**config.mk**
```make
export PLATFORM = sky130hd
export DESIGN_NAME = deq_mem
export DESIGN_NICKNAME = d
export VERILOG_FILES = /design/src/rtl/core/deq_pkg.sv /design/src/rtl/core/deq_mem.sv
export SDC_FILE = /design/constraint.sdc
export NUM_CORES = 2
export LEC_CHECK = 0
export BUFFER_PORTS_ARGS = -buffer_cell sky130_fd_sc_hd__clkbuf_2
export CORE_UTILIZATION = 55
export CTS_CLUSTER_DIAMETER = 30
export CTS_CLUSTER_SIZE = 10
export DETAILED_ROUTE_END_ITERATION = 10
export PLACE_DENSITY_LB_ADDON = 0.15
export SETUP_SLACK_MARGIN = 0.4
export SYNTH_ARGS = -nofsm -noshare
export SYNTH_HDL_FRONTEND = slang
export SYNTH_SLANG_ARGS = --single-unit
```
**constraint.sdc**
```tcl
create_clock -name clk_i -period 4.2 [get_ports clk_i]
set_clock_uncertainty 0.15 [all_clocks]
set_input_delay 0.84 -clock clk_i [delete_from_list [all_inputs] [get_ports clk_i]]
set_output_delay 0.84 -clock clk_i [all_outputs]
set_load 0.1 [all_outputs]
```
**src/rtl/core/deq_pkg.sv**
```systemverilog
// ----------------------------------------------------------------------------
// deq_pkg
// Shared types and constants of the double-ended queue.
// ----------------------------------------------------------------------------
`default_nettype none

package deq_pkg;

  localparam int unsigned DEPTH_DEFAULT = 128;
  localparam int unsigned WORD_W        = 32;
  localparam int unsigned CMD_W         = 3;
  localparam int unsigned STATUS_W      = 2;
  localparam int unsigned COUNT_W       = 8;

  typedef enum logic [CMD_W-1:0] {
    CMD_PUSH_FRONT = 3'd0,
    CMD_PUSH_BACK  = 3'd1,
    CMD_POP_FRONT  = 3'd2,
    CMD_POP_BACK   = 3'd3,
    CMD_CLEAR      = 3'd4,
    CMD_REVERSE    = 3'd5,
    CMD_SORT       = 3'd6
  } cmd_e;

  typedef enum logic [STATUS_W-1:0] {
    STATUS_OK       = 2'd0,
    STATUS_OVERFLOW = 2'd1,
    STATUS_EMPTY    = 2'd2
  } status_e;

  typedef enum logic [3:0] {
    ST_IDLE,
    ST_POP_FRONT_W,
    ST_POP_BACK_W,
    ST_REV_RD,
    ST_REV_W1,
    ST_REV_W2,
    ST_SORT_KEY,
    ST_SORT_KEYW,
    ST_SORT_CMP,
    ST_SORT_PUT,
    ST_REFRESH,
    ST_REFRESH_W,
    ST_FIN
  } state_e;

endpackage

`default_nettype wire

```
**src/rtl/core/deq_mem.sv**
```systemverilog
// ----------------------------------------------------------------------------
// deq_mem
// Entry store: one write port, two read ports, registered read data.
// ----------------------------------------------------------------------------
`default_nettype none

module deq_mem
  import deq_pkg::*;
#(
  parameter int unsigned DEPTH = DEPTH_DEFAULT
) (
  input  wire logic                       clk_i,
  input  wire logic                       we_i,
  input  wire logic [$clog2(DEPTH)-1:0]   waddr_i,
  input  wire logic [WORD_W-1:0]          wdata_i,
  input  wire logic [$clog2(DEPTH)-1:0]   raddr_a_i,
  input  wire logic [$clog2(DEPTH)-1:0]   raddr_b_i,
  output      logic [WORD_W-1:0]          rdata_a_o,
  output      logic [WORD_W-1:0]          rdata_b_o
);

  logic [WORD_W-1:0] mem_q [DEPTH];

  always_ff @(posedge clk_i) begin
    if (we_i) begin
      mem_q[waddr_i] <= wdata_i;
    end
    // read-before-write on a same-cycle address match
    rdata_a_o <= mem_q[raddr_a_i];
    rdata_b_o <= mem_q[raddr_b_i];
  end

endmodule

`default_nettype wire

```
==> flow_metrics.py <==
metrics = {
    "flow_run": {
        "cap_viol_max_count": 0,
    },
    "floorplanning": {
        "dieArea_um2": 346000,
        "fp.dieW_um": 588,
        "die_height_um": 588,
        "io-pin-count": 119,
        "start_util_pct": 55.4,
        "core_um2": 341000,
        "rows": 214,
    },
    "grt": {
        "grt_remaining_overflow": 0,
        "gr-usage-all-layers_pct": 37.1,
        "grt_max_degree": 111,
        "antenna_found_initial": 62,
        "grt_pass1_vias": 107000,
        "grt_pass1_wl_um": 872000,
    },
    "sta": {
        "worst_pin_slew_ps": 1170,
        "slew_headroom_pct": 22.3,
        "finalSetupViolations": 0,
        "rsz0062_at_grt": "false",
        "drv_slew": 0,
        "setup_ws_ps": 452,
        "period_needed_ps": 3750,
        "fmax_ghz": 0.267,
        "period_share_pct": 89.2,
        "hold_violations": 0,
    },
    "clocking": {
        "cts_setup_buffers": 0,
        "cts_resized": 0,
        "cts_inserted_buffers": 787,
        "cts.sinks": 4160,
        "clk_pin_slew_ps": 50,
        "cts_hold_buf": 0,
        "cts_tree": "done",
        "cts_root_buf": "clkbuf_16",
        "clk_latency_ps": 1100,
        "htreeDepth": 6,
        "clk_path_buf_depth": 4,
    },
    "worst_setup_path": {
        "worst_setup_path_end_kind": "output port",
        "cp_top_family": "flip-flops",
        "cp_slowest_cell": "dfxtp_1",
        "worstPathRequired_ps": 3210,
        "crit_path_max_fanout": 7,
        "max_stage_delay_ps": 1060,
        "path_cells": "clkbuf_2",
        "critPathLaunchType": "flip-flop",
        "crit_type": "flip-flop to output port",
        "critPathBufInv": 1,
        "worstPathArrival_ps": 2760,
    },
    "finish": {
        "n_fill_cell": 20600,
        "drive_gt1_share_pct": 53.7,
        "synthToLayoutAreaGrowth_pct": 22.3,
        "fin_nets": 8779,
        "fin_area_um2": 231000,
    },
    "power": {
        "pwr_density_cell_nw_per_um2": 518,
        "vdd_ir_drop_max_mv": 0.471,
        "leakagePower_nw": 73.4,
    },
    "placement": {
        "pre_cts_ws_ps": 12.6,
        "place_hpwl_um": 358000,
        "dpl_cell_area_um2": 203000,
        "place_congestion": 0.865,
        "portBuffers": 118,
    },
    "synth": {
        "avgSynthCellArea_um2": 24.5,
        "syn_inst": 7701,
        "synth_top_area_share_pct": 65.2,
        "syn_area_um2": 189000,
        "synth_area_leader_cell": "edfxtp_1",
        "yosysWarnings": 0,
        "yosys-top-cells-area": "edfxtp_1, mux4_2, clkbuf_1",
        "ys_ff_latch": 4160,
        "ys_seq_area_share_pct": 65.8,
        "synth_cell_types": 17,
        "syn_nets": 7756,
    },
    "routing": {
        "drt-total-wl_um": 634000,
        "vias": 106000,
        "drtAntennaViolNets": 0,
        "avgRoutedWirePerCell_um": 45.3,
        "vias_per_cell": 7.54,
        "drtIter0Drc": 16700,
        "drc": 0,
        "drtPass1Iterations": 8,
    },
    "min_path": {
        "hold_class": "primary input to flip-flop",
    },
    "run_status": {
        "outcome": "finished clean",
    },
}
==> synthesized netlist by cell type <==
cell / number
clkbuf_1: 365
nand4_1: 3
nor2_1: 122
buf_6: 2
buf_2: 103
edfxtp_1: 4096
buf_4: 17
buf_1: 132
nor3_1: 9
mux2_2: 64
or3_1: 1
mux4_2: 2688
nor2b_1: 7
nand2_1: 14
nand2b_1: 2
nand3_1: 12
dfxtp_1: 64
==> path summary, 6_finish.rpt <==
check                       end  cells past startpoint  slack (ps)           start
setup / recovery  rdata_b_o[15]                      1         450   rdata_b_o[15]
hold / removal    mem_q[81][21]                      1         120     wdata_i[21]
setup reg to reg   rdata_a_o[1]                      4        1390    mem_q[95][1]
hold reg to reg   rdata_b_o[24]                      4         980  mem_q[118][24]
==> cells by family (layout without fill, tap and decap cells) <==
kind of cell           after synthesis  count (layout)  synth area share (%)
muxes                             2752            2752                  32.5
DFF                               4160            4160                  65.8
buffers and inverters              619            2327                  1.34
other                                0              58                     0
and+or+nand+nor                    170             170                 0.369
==> layout make-up <==
class                   count  area, um2  area share, %
repair buffers            853      10300           4.47
multi-input cells        2922      62900           27.3
flip-flops and latches   4160     124000           53.8
diodes                     58        145         0.0629
clock buffers             861      20100           8.72
clock inverters           613       7340           3.18
well taps                4536       5680           2.46
==> flip-flops by register name, summed over array words and instances (netlist names) <==
signal	count
mem_q	4096
rdata_a_o	32
rdata_b_o	32
==> metrics by stage <==
| stage | utilization (%) | hold slack, ps | instances | power, mW | setup TNS (ps) |
|---|---|---|---|---|---|
| after floorplan | - | 789 | 7701 | 52.0 | -1830 |
| after global placement | 59.7 | 971 | 12500 | 55.6 | 0 |
| after detailed placement | 59.7 | 976 | 12500 | 55.7 | 0 |
| after CTS | 67.7 | 59.6 | 13900 | 120 | 0 |
| after global routing | 67.8 | 101 | 14000 | 122 | 0 |
| final | 67.8 | 119 | 14000 | 120 | 0 |
==> cells in the final DEF (no fill, tap or decap), drive strengths merged, types with 14 or more instances in the layout <==
cell      count
buf         779
mux4       2688
mux2         64
nor2        122
edfxtp     4096
clkinvlp    114
nand2        14
bufinv      115
clkbuf      935
inv          77
diode        58
dfxtp        64
clkinv      307
==> layer usage <==
metal  track usage, %  wire (um)  vias to the layer above
li1                 -          -                    37900
met1             49.3     210000                    57100
met2             55.3     291000                     8734
met3             11.0      89900                     1771
met4             21.6      43300                       30
met5                0        187                        -
==> power breakdown <==
group,internal (mW),switching [mW],leakage [nW]
clock,41.9,22.6,13.1
sequential,46.0,0.559,37.4
combinational,3.61,4.97,23.0
total,91.5,28.1,73.4
(Power assumes the default switching activity.)
