===== src/rtl/core/deq_pkg.sv =====
// ----------------------------------------------------------------------------
// deq_pkg
// Shared types and constants of the double-ended queue.
// ----------------------------------------------------------------------------
`default_nettype none

package deq_pkg;

  localparam int unsigned DEPTH_DEFAULT = 128;
  localparam int unsigned WORD_W        = 32;
  localparam int unsigned CMD_W         = 3;
  localparam int unsigned STATUS_W      = 2;
  localparam int unsigned COUNT_W       = 8;

  typedef enum logic [CMD_W-1:0] {
    CMD_PUSH_FRONT = 3'd0,
    CMD_PUSH_BACK  = 3'd1,
    CMD_POP_FRONT  = 3'd2,
    CMD_POP_BACK   = 3'd3,
    CMD_CLEAR      = 3'd4,
    CMD_REVERSE    = 3'd5,
    CMD_SORT       = 3'd6
  } cmd_e;

  typedef enum logic [STATUS_W-1:0] {
    STATUS_OK       = 2'd0,
    STATUS_OVERFLOW = 2'd1,
    STATUS_EMPTY    = 2'd2
  } status_e;

  typedef enum logic [3:0] {
    ST_IDLE,
    ST_POP_FRONT_W,
    ST_POP_BACK_W,
    ST_REV_RD,
    ST_REV_W1,
    ST_REV_W2,
    ST_SORT_KEY,
    ST_SORT_KEYW,
    ST_SORT_CMP,
    ST_SORT_PUT,
    ST_REFRESH,
    ST_REFRESH_W,
    ST_FIN
  } state_e;

endpackage

`default_nettype wire


===== src/rtl/core/deq_cmd_if.sv =====
// ----------------------------------------------------------------------------
// deq_cmd_if
// Command channel: one command word with its push value.
// ----------------------------------------------------------------------------
`default_nettype none

interface deq_cmd_if
  import deq_pkg::*;
();
  logic                     valid;
  logic                     ready;
  logic [CMD_W-1:0]         command;
  logic signed [WORD_W-1:0] push_value;

  modport source (output valid, output command, output push_value, input ready);
  modport sink   (input valid, input command, input push_value, output ready);
endinterface

`default_nettype wire


===== src/rtl/core/deq_rsp_if.sv =====
// ----------------------------------------------------------------------------
// deq_rsp_if
// Result channel: status, popped word and queue view after each command.
// ----------------------------------------------------------------------------
`default_nettype none

interface deq_rsp_if
  import deq_pkg::*;
();
  logic                     valid;
  logic                     ready;
  logic [STATUS_W-1:0]      status;
  logic signed [WORD_W-1:0] popped_value;
  logic [COUNT_W-1:0]       fill_count;
  logic signed [WORD_W-1:0] front_value;
  logic signed [WORD_W-1:0] back_value;
  logic                     is_empty;

  modport source (output valid, output status, output popped_value, output fill_count,
                  output front_value, output back_value, output is_empty, input ready);
  modport sink   (input valid, input status, input popped_value, input fill_count,
                  input front_value, input back_value, input is_empty, output ready);
endinterface

`default_nettype wire


===== src/rtl/core/deq_ctrl.sv =====
// ----------------------------------------------------------------------------
// deq_ctrl
// Command sequencer: ring pointers, cached end words, reverse and sort walks,
// and the result register.
// ----------------------------------------------------------------------------
`default_nettype none

module deq_ctrl
  import deq_pkg::*;
#(
  parameter int unsigned DEPTH = DEPTH_DEFAULT
) (
  input  wire logic                       clk_i,
  input  wire logic                       rst_ni,
  deq_cmd_if.sink                         cmd_i,
  deq_rsp_if.source                       rsp_o,
  output      logic                       mem_we_o,
  output      logic [$clog2(DEPTH)-1:0]   mem_waddr_o,
  output      logic [WORD_W-1:0]          mem_wdata_o,
  output      logic [$clog2(DEPTH)-1:0]   mem_raddr_a_o,
  output      logic [$clog2(DEPTH)-1:0]   mem_raddr_b_o,
  input  wire logic [WORD_W-1:0]          mem_rdata_a_i,
  input  wire logic [WORD_W-1:0]          mem_rdata_b_i
);

  localparam int unsigned AW = $clog2(DEPTH);
  localparam int unsigned CW = $clog2(DEPTH + 1);

  // ring position of logical position pos (pos <= DEPTH)
  function automatic logic [AW-1:0] slot(input logic [AW-1:0] head,
                                         input logic [CW-1:0] pos);
    logic [AW:0] sum;
    sum = {1'b0, head} + (AW+1)'(pos);
    if (sum >= (AW+1)'(DEPTH)) begin
      sum = sum - (AW+1)'(DEPTH);
    end
    return sum[AW-1:0];
  endfunction

  state_e              state_q, state_d;
  logic [AW-1:0]       head_q, head_d;
  logic [CW-1:0]       fill_q, fill_d;
  logic [WORD_W-1:0]   front_q, front_d;
  logic [WORD_W-1:0]   back_q, back_d;
  logic [WORD_W-1:0]   key_q, key_d;
  logic [CW-1:0]       i_q, i_d;
  logic [CW-1:0]       j_q, j_d;
  status_e             status_q, status_d;
  logic [WORD_W-1:0]   popped_q, popped_d;

  logic                rsp_valid_q, rsp_valid_d;
  logic [STATUS_W-1:0] rsp_status_q, rsp_status_d;
  logic [WORD_W-1:0]   rsp_popped_q, rsp_popped_d;
  logic [COUNT_W-1:0]  rsp_fill_q, rsp_fill_d;
  logic [WORD_W-1:0]   rsp_front_q, rsp_front_d;
  logic [WORD_W-1:0]   rsp_back_q, rsp_back_d;
  logic                rsp_empty_q, rsp_empty_d;

  logic                full, empty;
  logic [AW-1:0]       head_dec;
  logic [CW-1:0]       i_inc;
  logic [CW-1:0]       back_pos;

  assign full     = (fill_q == CW'(DEPTH));
  assign empty    = (fill_q == '0);
  assign head_dec = (head_q == '0) ? AW'(DEPTH - 1) : head_q - AW'(1);
  assign i_inc    = i_q + CW'(1);
  // new back after a pop at the back
  assign back_pos = (fill_q >= CW'(2)) ? fill_q - CW'(2) : '0;

  assign cmd_i.ready        = (state_q == ST_IDLE);
  assign rsp_o.valid        = rsp_valid_q;
  assign rsp_o.status       = rsp_status_q;
  assign rsp_o.popped_value = rsp_popped_q;
  assign rsp_o.fill_count   = rsp_fill_q;
  assign rsp_o.front_value  = rsp_front_q;
  assign rsp_o.back_value   = rsp_back_q;
  assign rsp_o.is_empty     = rsp_empty_q;

  always_comb begin
    state_d       = state_q;
    head_d        = head_q;
    fill_d        = fill_q;
    front_d       = front_q;
    back_d        = back_q;
    key_d         = key_q;
    i_d           = i_q;
    j_d           = j_q;
    status_d      = status_q;
    popped_d      = popped_q;
    mem_we_o      = 1'b0;
    mem_waddr_o   = head_q;
    mem_wdata_o   = cmd_i.push_value;
    mem_raddr_a_o = head_q;
    mem_raddr_b_o = slot(head_q, fill_q - CW'(1));

    rsp_valid_d  = rsp_valid_q && !rsp_o.ready;
    rsp_status_d = rsp_status_q;
    rsp_popped_d = rsp_popped_q;
    rsp_fill_d   = rsp_fill_q;
    rsp_front_d  = rsp_front_q;
    rsp_back_d   = rsp_back_q;
    rsp_empty_d  = rsp_empty_q;

    case (state_q)
      ST_IDLE: begin
        if (cmd_i.valid) begin
          status_d = STATUS_OK;
          popped_d = '0;
          state_d  = ST_FIN;
          case (cmd_e'(cmd_i.command))
            CMD_PUSH_FRONT: begin
              if (full) begin
                status_d = STATUS_OVERFLOW;
              end else begin
                mem_we_o    = 1'b1;
                mem_waddr_o = head_dec;
                head_d      = head_dec;
                fill_d      = fill_q + CW'(1);
                front_d     = cmd_i.push_value;
                if (empty) begin
                  back_d = cmd_i.push_value;
                end
              end
            end
            CMD_PUSH_BACK: begin
              if (full) begin
                status_d = STATUS_OVERFLOW;
              end else begin
                mem_we_o    = 1'b1;
                mem_waddr_o = slot(head_q, fill_q);
                fill_d      = fill_q + CW'(1);
                back_d      = cmd_i.push_value;
                if (empty) begin
                  front_d = cmd_i.push_value;
                end
              end
            end
            CMD_POP_FRONT: begin
              if (empty) begin
                status_d = STATUS_EMPTY;
              end else begin
                popped_d      = front_q;
                head_d        = slot(head_q, CW'(1));
                fill_d        = fill_q - CW'(1);
                mem_raddr_a_o = slot(head_q, CW'(1));
                state_d       = ST_POP_FRONT_W;
              end
            end
            CMD_POP_BACK: begin
              if (empty) begin
                status_d = STATUS_EMPTY;
              end else begin
                popped_d      = back_q;
                fill_d        = fill_q - CW'(1);
                mem_raddr_b_o = slot(head_q, back_pos);
                state_d       = ST_POP_BACK_W;
              end
            end
            CMD_CLEAR: begin
              head_d = '0;
              fill_d = '0;
            end
            CMD_REVERSE: begin
              if (fill_q >= CW'(2)) begin
                i_d     = '0;
                j_d     = fill_q - CW'(1);
                state_d = ST_REV_RD;
              end
            end
            CMD_SORT: begin
              if (fill_q >= CW'(2)) begin
                i_d     = CW'(1);
                state_d = ST_SORT_KEY;
              end
            end
            default: begin
            end
          endcase
        end
      end

      ST_POP_FRONT_W: begin
        front_d = mem_rdata_a_i;
        state_d = ST_FIN;
      end

      ST_POP_BACK_W: begin
        back_d  = mem_rdata_b_i;
        state_d = ST_FIN;
      end

      // reverse: read a pair, then write it back crossed in ST_REV_W1 and ST_REV_W2
      ST_REV_RD: begin
        mem_raddr_a_o = slot(head_q, i_q);
        mem_raddr_b_o = slot(head_q, j_q);
        state_d       = ST_REV_W1;
      end

      ST_REV_W1: begin
        mem_we_o    = 1'b1;
        mem_waddr_o = slot(head_q, i_q);
        mem_wdata_o = mem_rdata_b_i;
        key_d       = mem_rdata_a_i;
        state_d     = ST_REV_W2;
      end

      ST_REV_W2: begin
        mem_we_o    = 1'b1;
        mem_waddr_o = slot(head_q, j_q);
        mem_wdata_o = key_q;
        i_d         = i_inc;
        j_d         = j_q - CW'(1);
        if (i_inc < j_q - CW'(1)) begin
          state_d = ST_REV_RD;
        end else begin
          front_d = back_q;
          back_d  = front_q;
          state_d = ST_FIN;
        end
      end

      // insertion sort, one shift per cycle
      ST_SORT_KEY: begin
        mem_raddr_a_o = slot(head_q, i_q);
        state_d       = ST_SORT_KEYW;
      end

      ST_SORT_KEYW: begin
        key_d         = mem_rdata_a_i;
        j_d           = i_q;
        mem_raddr_a_o = slot(head_q, i_q - CW'(1));
        state_d       = ST_SORT_CMP;
      end

      ST_SORT_CMP: begin
        mem_we_o    = 1'b1;
        mem_waddr_o = slot(head_q, j_q);
        if ($signed(mem_rdata_a_i) > $signed(key_q)) begin
          mem_wdata_o = mem_rdata_a_i;
          j_d         = j_q - CW'(1);
          if (j_q == CW'(1)) begin
            state_d = ST_SORT_PUT;
          end else begin
            mem_raddr_a_o = slot(head_q, j_q - CW'(2));
          end
        end else begin
          mem_wdata_o = key_q;
          i_d         = i_inc;
          state_d     = (i_inc < fill_q) ? ST_SORT_KEY : ST_REFRESH;
        end
      end

      ST_SORT_PUT: begin
        mem_we_o    = 1'b1;
        mem_waddr_o = head_q;
        mem_wdata_o = key_q;
        i_d         = i_inc;
        state_d     = (i_inc < fill_q) ? ST_SORT_KEY : ST_REFRESH;
      end

      ST_REFRESH: begin
        mem_raddr_a_o = head_q;
        mem_raddr_b_o = slot(head_q, fill_q - CW'(1));
        state_d       = ST_REFRESH_W;
      end

      ST_REFRESH_W: begin
        front_d = mem_rdata_a_i;
        back_d  = mem_rdata_b_i;
        state_d = ST_FIN;
      end

      ST_FIN: begin
        if (!rsp_valid_q || rsp_o.ready) begin
          rsp_valid_d  = 1'b1;
          rsp_status_d = status_q;
          rsp_popped_d = popped_q;
          rsp_fill_d   = COUNT_W'(fill_q);
          rsp_front_d  = empty ? '0 : front_q;
          rsp_back_d   = empty ? '0 : back_q;
          rsp_empty_d  = empty;
          state_d      = ST_IDLE;
        end
      end

      default: begin
        state_d = ST_IDLE;
      end
    endcase
  end

  always_ff @(posedge clk_i or negedge rst_ni) begin
    if (!rst_ni) begin
      state_q     <= ST_IDLE;
      head_q      <= '0;
      fill_q      <= '0;
      rsp_valid_q <= 1'b0;
    end else begin
      state_q     <= state_d;
      head_q      <= head_d;
      fill_q      <= fill_d;
      rsp_valid_q <= rsp_valid_d;
    end
  end

  always_ff @(posedge clk_i) begin
    front_q      <= front_d;
    back_q       <= back_d;
    key_q        <= key_d;
    i_q          <= i_d;
    j_q          <= j_d;
    status_q     <= status_d;
    popped_q     <= popped_d;
    rsp_status_q <= rsp_status_d;
    rsp_popped_q <= rsp_popped_d;
    rsp_fill_q   <= rsp_fill_d;
    rsp_front_q  <= rsp_front_d;
    rsp_back_q   <= rsp_back_d;
    rsp_empty_q  <= rsp_empty_d;
  end

endmodule

`default_nettype wire

===== src/flat_wrapper.sv =====
// flat-port wrapper written by rule: the top's interface ports become plain ports
module deq_ctrl_flat import deq_pkg::*;
#(
  parameter int unsigned DEPTH = DEPTH_DEFAULT
)
  (clk_i, rst_ni, mem_we_o, mem_waddr_o, mem_wdata_o, mem_raddr_a_o, mem_raddr_b_o, mem_rdata_a_i, mem_rdata_b_i, cmd_i_valid, cmd_i_command, cmd_i_push_value, cmd_i_ready, rsp_o_valid, rsp_o_status, rsp_o_popped_value, rsp_o_fill_count, rsp_o_front_value, rsp_o_back_value, rsp_o_is_empty, rsp_o_ready);
  deq_cmd_if cmd_i_i ();
  deq_rsp_if rsp_o_i ();
  input  wire logic clk_i;
  input  wire logic rst_ni;
  output      logic mem_we_o;
  output      logic [$clog2(DEPTH)-1:0] mem_waddr_o;
  output      logic [WORD_W-1:0] mem_wdata_o;
  output      logic [$clog2(DEPTH)-1:0] mem_raddr_a_o;
  output      logic [$clog2(DEPTH)-1:0] mem_raddr_b_o;
  input  wire logic [WORD_W-1:0] mem_rdata_a_i;
  input  wire logic [WORD_W-1:0] mem_rdata_b_i;
  input wire logic [$bits(cmd_i_i.valid)-1:0] cmd_i_valid;
  input wire logic [$bits(cmd_i_i.command)-1:0] cmd_i_command;
  input wire logic [$bits(cmd_i_i.push_value)-1:0] cmd_i_push_value;
  output wire logic [$bits(cmd_i_i.ready)-1:0] cmd_i_ready;
  output wire logic [$bits(rsp_o_i.valid)-1:0] rsp_o_valid;
  output wire logic [$bits(rsp_o_i.status)-1:0] rsp_o_status;
  output wire logic [$bits(rsp_o_i.popped_value)-1:0] rsp_o_popped_value;
  output wire logic [$bits(rsp_o_i.fill_count)-1:0] rsp_o_fill_count;
  output wire logic [$bits(rsp_o_i.front_value)-1:0] rsp_o_front_value;
  output wire logic [$bits(rsp_o_i.back_value)-1:0] rsp_o_back_value;
  output wire logic [$bits(rsp_o_i.is_empty)-1:0] rsp_o_is_empty;
  input wire logic [$bits(rsp_o_i.ready)-1:0] rsp_o_ready;
  assign cmd_i_i.valid = cmd_i_valid;
  assign cmd_i_i.command = cmd_i_command;
  assign cmd_i_i.push_value = cmd_i_push_value;
  assign cmd_i_ready = cmd_i_i.ready;
  assign rsp_o_valid = rsp_o_i.valid;
  assign rsp_o_status = rsp_o_i.status;
  assign rsp_o_popped_value = rsp_o_i.popped_value;
  assign rsp_o_fill_count = rsp_o_i.fill_count;
  assign rsp_o_front_value = rsp_o_i.front_value;
  assign rsp_o_back_value = rsp_o_i.back_value;
  assign rsp_o_is_empty = rsp_o_i.is_empty;
  assign rsp_o_i.ready = rsp_o_ready;
  deq_ctrl #(.DEPTH(DEPTH)) u_core (.clk_i(clk_i), .rst_ni(rst_ni), .cmd_i(cmd_i_i), .rsp_o(rsp_o_i), .mem_we_o(mem_we_o), .mem_waddr_o(mem_waddr_o), .mem_wdata_o(mem_wdata_o), .mem_raddr_a_o(mem_raddr_a_o), .mem_raddr_b_o(mem_raddr_b_o), .mem_rdata_a_i(mem_rdata_a_i), .mem_rdata_b_i(mem_rdata_b_i));
endmodule

===== config.mk =====
export PLATFORM = sky130hd
export DESIGN_NAME = deq_ctrl_flat
export DESIGN_NICKNAME = d
export VERILOG_FILES = /design/src/rtl/core/deq_pkg.sv /design/src/rtl/core/deq_cmd_if.sv /design/src/rtl/core/deq_rsp_if.sv /design/src/rtl/core/deq_ctrl.sv /design/src/flat_wrapper.sv
export SDC_FILE = /design/constraint.sdc
export NUM_CORES = 1
export LEC_CHECK = 0
export BUFFER_PORTS_ARGS = -buffer_cell sky130_fd_sc_hd__buf_2
export CAP_MARGIN = 10
export CORE_AREA = 5 5 189 173
export DETAILED_ROUTE_END_ITERATION = 10
export DIE_AREA = 0 0 194 178
export PLACE_DENSITY_LB_ADDON = 0.15
export SYNTH_ARGS = -nofsm -noshare
export SYNTH_HDL_FRONTEND = slang
export SYNTH_SLANG_ARGS = --single-unit

===== constraint.sdc =====
create_clock -name clk_i -period 19.2 [get_ports clk_i]
set_input_delay 1.92 -clock clk_i [delete_from_list [all_inputs] [get_ports clk_i]]
set_output_delay 1.92 -clock clk_i [all_outputs]
set_load 0.05 [all_outputs]

==> impl_summary.txt <==
----------------------------------------------------
[Outcome]
  Result of the run ... finished clean

[CTS]
  Buffers inserted during post-CTS setup optimization ... 0
  CTS tree ... yes
  Clock root cell ... sky130_fd_sc_hd__clkbuf_16
  CTS hold repair buffers ... 0
  Insertion delay of the later-clocked pin in the worst-skew pair ... 0.57 ns
  Clock slew at the register clock pins of the worst setup and hold paths ... 0.06 ns
  Cells resized by post-CTS repair ... 0
  Sink Count ... 273
  Longest Clk Path Bufs ... 3
  H-tree levels ... 1
  Number of CTS-inserted buffers ... 29

[Logic synthesis]
  Register bit count reported by yosys ... 273
  Synthesized cell area ... 16,500 um2
  Count of warnings emitted by yosys ... 0
  Main area contributors after synthesis ... sky130_fd_sc_hd__edfxtp_1 46%, sky130_fd_sc_hd__ha_1 8.2%, sky130_fd_sc_hd__nand2_1 4.3%, sky130_fd_sc_hd__a22oi_1 3.5%, sky130_fd_sc_hd__a21oi_1 3.2%
  Average cell area after synthesis ... 10.2 um2
  Portion of synthesized cell area occupied by the leading cell type ... 46.2%
  Number of flops mapped to enable cells by yosys ... 253
  Share of the yosys chip area belonging to registers ... 49.2%
  Async set or reset register ratio after synthesis ... 7.33%
  Leading register cell type out of synthesis ... sky130_fd_sc_hd__edfxtp_1
  Count of different cell masters after synthesis ... 72
  Syn_nets ... 1,828
  Gate Count Post-Synth ... 1,610
  Post-synth top area cell ... sky130_fd_sc_hd__edfxtp_1

[Setup path]
  Largest fanout of any net on the critical path ... 32
  Required time reported for the critical path endpoint ... 17.28 ns
  Endpoint class of the critical path ... output port
  Data arrival time at the worst-slack endpoint ... 5.25 ns
  Category of the critical setup timing path ... input pin to output port
  CP Launch Type ... input pin

[Floorplan]
  Die W ... 194 um
  Number of I/O pins ... 266
  Initial Utilization ... 54.0%
  Row cnt ... 61
  Die span in y ... 178 um
  Total die area ... 34,500 um2
  Core region area ... 30,500 um2

[Route]
  ANT nets after route ... 0
  Mean routed wirelength per cell ... 24.4 um
  Sum of routed wire length over all layers ... 55,400 um
  Remaining DRCs ... 0
  Post-Route M1 WL ... 22,700 um
  Vias post-DR ... 14,300
  Number of design-rule violations left by the first detailed-router iteration ... 1,695
  Wire length on met3 ... 6090 um
  First-pass iteration count of the detailed router ... 6
  Highest metal used ... met5
  Routed length on met2 ... 24,600 um
  Detail-routed via count per cell ... 6.30

[Layout]
  Non-Filler Instances ... 2,272
  Top library cells by usage in the layout, fill and taps aside ... 265 x sky130_fd_sc_hd__buf_2, 253 x sky130_fd_sc_hd__edfxtp_1, 188 x sky130_fd_sc_hd__nand2_1
  Fraction of final layout cells sized beyond drive strength 1 ... 19.7%
  Area taken by flip-flops and latches ... 8100 um2
  Fillers ... 2,528
  Final net count ... 2,056
  Growth of design area from synthesis to finish ... 15.9%
  Multi-input gate area in the final layout ... 7740 um2
  Post-route core utilization ... 62.6%
  Most common library cell in the layout ignoring fill and taps ... sky130_fd_sc_hd__buf_2

[Place]
  Number of buffer cells added on primary ports ... 265
  Worst slack at placement ... 12.10 ns
  Final weighted congestion in routability-driven placement ... 1.01
  Final HPWL DP ... 39,000 um
  Cell total after placement ... 2,216

[Timing]
  Accumulated negative setup slack ... 0 ns
  Final critical-path required period ... 7.17 ns
  Final number of hold-violating endpoints ... 0
  Setup ws final ... 12.03 ns
  Final-report setup violation count ... 0
  Least-Margin Pin Slew ... 1.29 ns
  Max Clk Rate ... 140 MHz
  Relative slew slack ... 13.9%
  Clock tree skew after final layout ... 0.0125 ns
  Slew Limit Fails ... 0
  Crit share post-route ... 37.3%
  Setup repair after global routing missed its margin ... false

[Global routing]
  Remaining global-route overflow ... 0
  Number of antenna violations at the first check in global routing ... 4
  Global-route usage over all layers ... 30.7%
  First-pass GRT wire length ... 82,500 um
  Maximum number of pins on one net before global-route repair ... 75
  Via count of the first global-routing pass ... 13,600

[Hold path]
  Worst min path class ... flop to flop

[Flow run]
  Number of max-capacitance violations reported ... 0

----------------------------------------------------
-- Yosys cell counts, types with 4 or more instances --
cell / instances
sky130_fd_sc_hd__o221ai_1: 11
sky130_fd_sc_hd__o22ai_1: 9
sky130_fd_sc_hd__a31oi_1: 8
sky130_fd_sc_hd__mux2i_1: 5
sky130_fd_sc_hd__o31ai_1: 4
sky130_fd_sc_hd__nor2_1: 137
sky130_fd_sc_hd__a221o_1: 34
sky130_fd_sc_hd__a22o_1: 34
sky130_fd_sc_hd__nand2_1: 189
sky130_fd_sc_hd__a221oi_1: 4
sky130_fd_sc_hd__a211oi_1: 12
sky130_fd_sc_hd__and2_1: 70
sky130_fd_sc_hd__dfrtp_1: 20
sky130_fd_sc_hd__nor3_1: 26
sky130_fd_sc_hd__nand4_1: 12
sky130_fd_sc_hd__and3_1: 10
sky130_fd_sc_hd__a22oi_1: 77
sky130_fd_sc_hd__buf_1: 7
sky130_fd_sc_hd__a211oi_2: 5
sky130_fd_sc_hd__o211ai_1: 7
sky130_fd_sc_hd__edfxtp_1: 253
sky130_fd_sc_hd__a21o_1: 19
sky130_fd_sc_hd__nand3_1: 21
sky130_fd_sc_hd__nand2b_1: 10
sky130_fd_sc_hd__o21a_1: 6
sky130_fd_sc_hd__o21ai_0: 62
sky130_fd_sc_hd__clkbuf_1: 77
sky130_fd_sc_hd__o21bai_1: 10
sky130_fd_sc_hd__nor2b_1: 17
sky130_fd_sc_hd__fa_1: 7
sky130_fd_sc_hd__inv_1: 96
sky130_fd_sc_hd__xor2_1: 16
sky130_fd_sc_hd__nor4_1: 11
sky130_fd_sc_hd__a21oi_1: 106
sky130_fd_sc_hd__ha_1: 108
sky130_fd_sc_hd__buf_2: 5
sky130_fd_sc_hd__or3_1: 5
sky130_fd_sc_hd__xnor2_1: 49
-- logic make-up after synthesis --
group	Yosys count	synth area share [%]
AO/OA/AOI/OAI	437	18.5
XOR/XNOR	65	3.46
adder cells (fa/ha/maj)	115	9.07
buffers and inverters	189	4.40
flip-flops	273	49.2
multiplexers	5	0.304
AND/OR/NAND/NOR	526	15.0
-- stage by stage --
stage                     hold WS, ns  cell area, um2
after global placement          0.400           18200
after global routing            0.421           19100
after CTS                       0.419           19100
final                           0.417           19100
after detailed placement        0.405           18200
after floorplan                 0.400           16500
-- area by class of cell --
| type | count | area share (%) |
|---|---|---|
| sequential | 273 | 42.5 |
| multi-input combinational | 1148 | 40.6 |
| timing repair buffer | 287 | 7.82 |
| clock buffer | 33 | 3.88 |
| tap | 409 | 2.68 |
| inverter | 99 | 1.95 |
| clock inverter | 19 | 0.603 |
| antenna | 4 | 0.0525 |
-- routing by layer --
metal | GRT usage (%) | vias up
met3 | 5.87 | 145
li1 | - | 6384
met5 | 0 | -
met2 | 47.7 | 962
met4 | 10.3 | 2
met1 | 43.8 | 6814
-- state kept, by name, indices dropped and copies added (netlist names) --
register	flops
u_core.fill_q	8
u_core.rsp_o.is_empty	1
u_core.status_q	2
u_core.back_q	32
u_core.popped_q	32
u_core.rsp_o.fill_count	8
u_core.i_q	8
u_core.rsp_o.popped_value	32
u_core.rsp_o.back_value	32
u_core.state_q	4
u_core.j_q	8
u_core.front_q	32
u_core.rsp_o.front_value	32
u_core.rsp_o.status	2
u_core.key_q	32
u_core.head_q	7
u_core.rsp_o.valid	1
-- path summary, 6_finish.rpt --
kind	start	end	slack [ns]	depth (start not counted)
min in group asynchronous	rst_ni	u_core.head_q[1]	1.37	1
hold / removal	u_core.popped_q[2]	u_core.rsp_o.popped_value[2]	0.42	0
hold reg to reg	u_core.popped_q[2]	u_core.rsp_o.popped_value[2]	0.42	0
setup / recovery	mem_rdata_a_i[7]	mem_wdata_o[5]	12.03	10
setup reg to reg	u_core.j_q[2]	u_core.back_q[18]	15.08	10
max in group asynchronous	rst_ni	u_core.state_q[3]	17.41	1
-- critical path: stages --
cell	delay, ns
sky130_fd_sc_hd__buf_2	0.12
sky130_fd_sc_hd__ha_1	0.33
sky130_fd_sc_hd__a21oi_1	0.15
sky130_fd_sc_hd__o21ai_0	0.17
sky130_fd_sc_hd__a221o_1	0.40
sky130_fd_sc_hd__o31ai_1	0.30
sky130_fd_sc_hd__nand3_1	0.21
sky130_fd_sc_hd__a21oi_4	1.01
sky130_fd_sc_hd__a221o_1	0.33
sky130_fd_sc_hd__buf_2	0.27
Power is left out: the tool's default activity adds up to more than one toggle a clock period on the data nets, which glitch-free logic cannot reach.
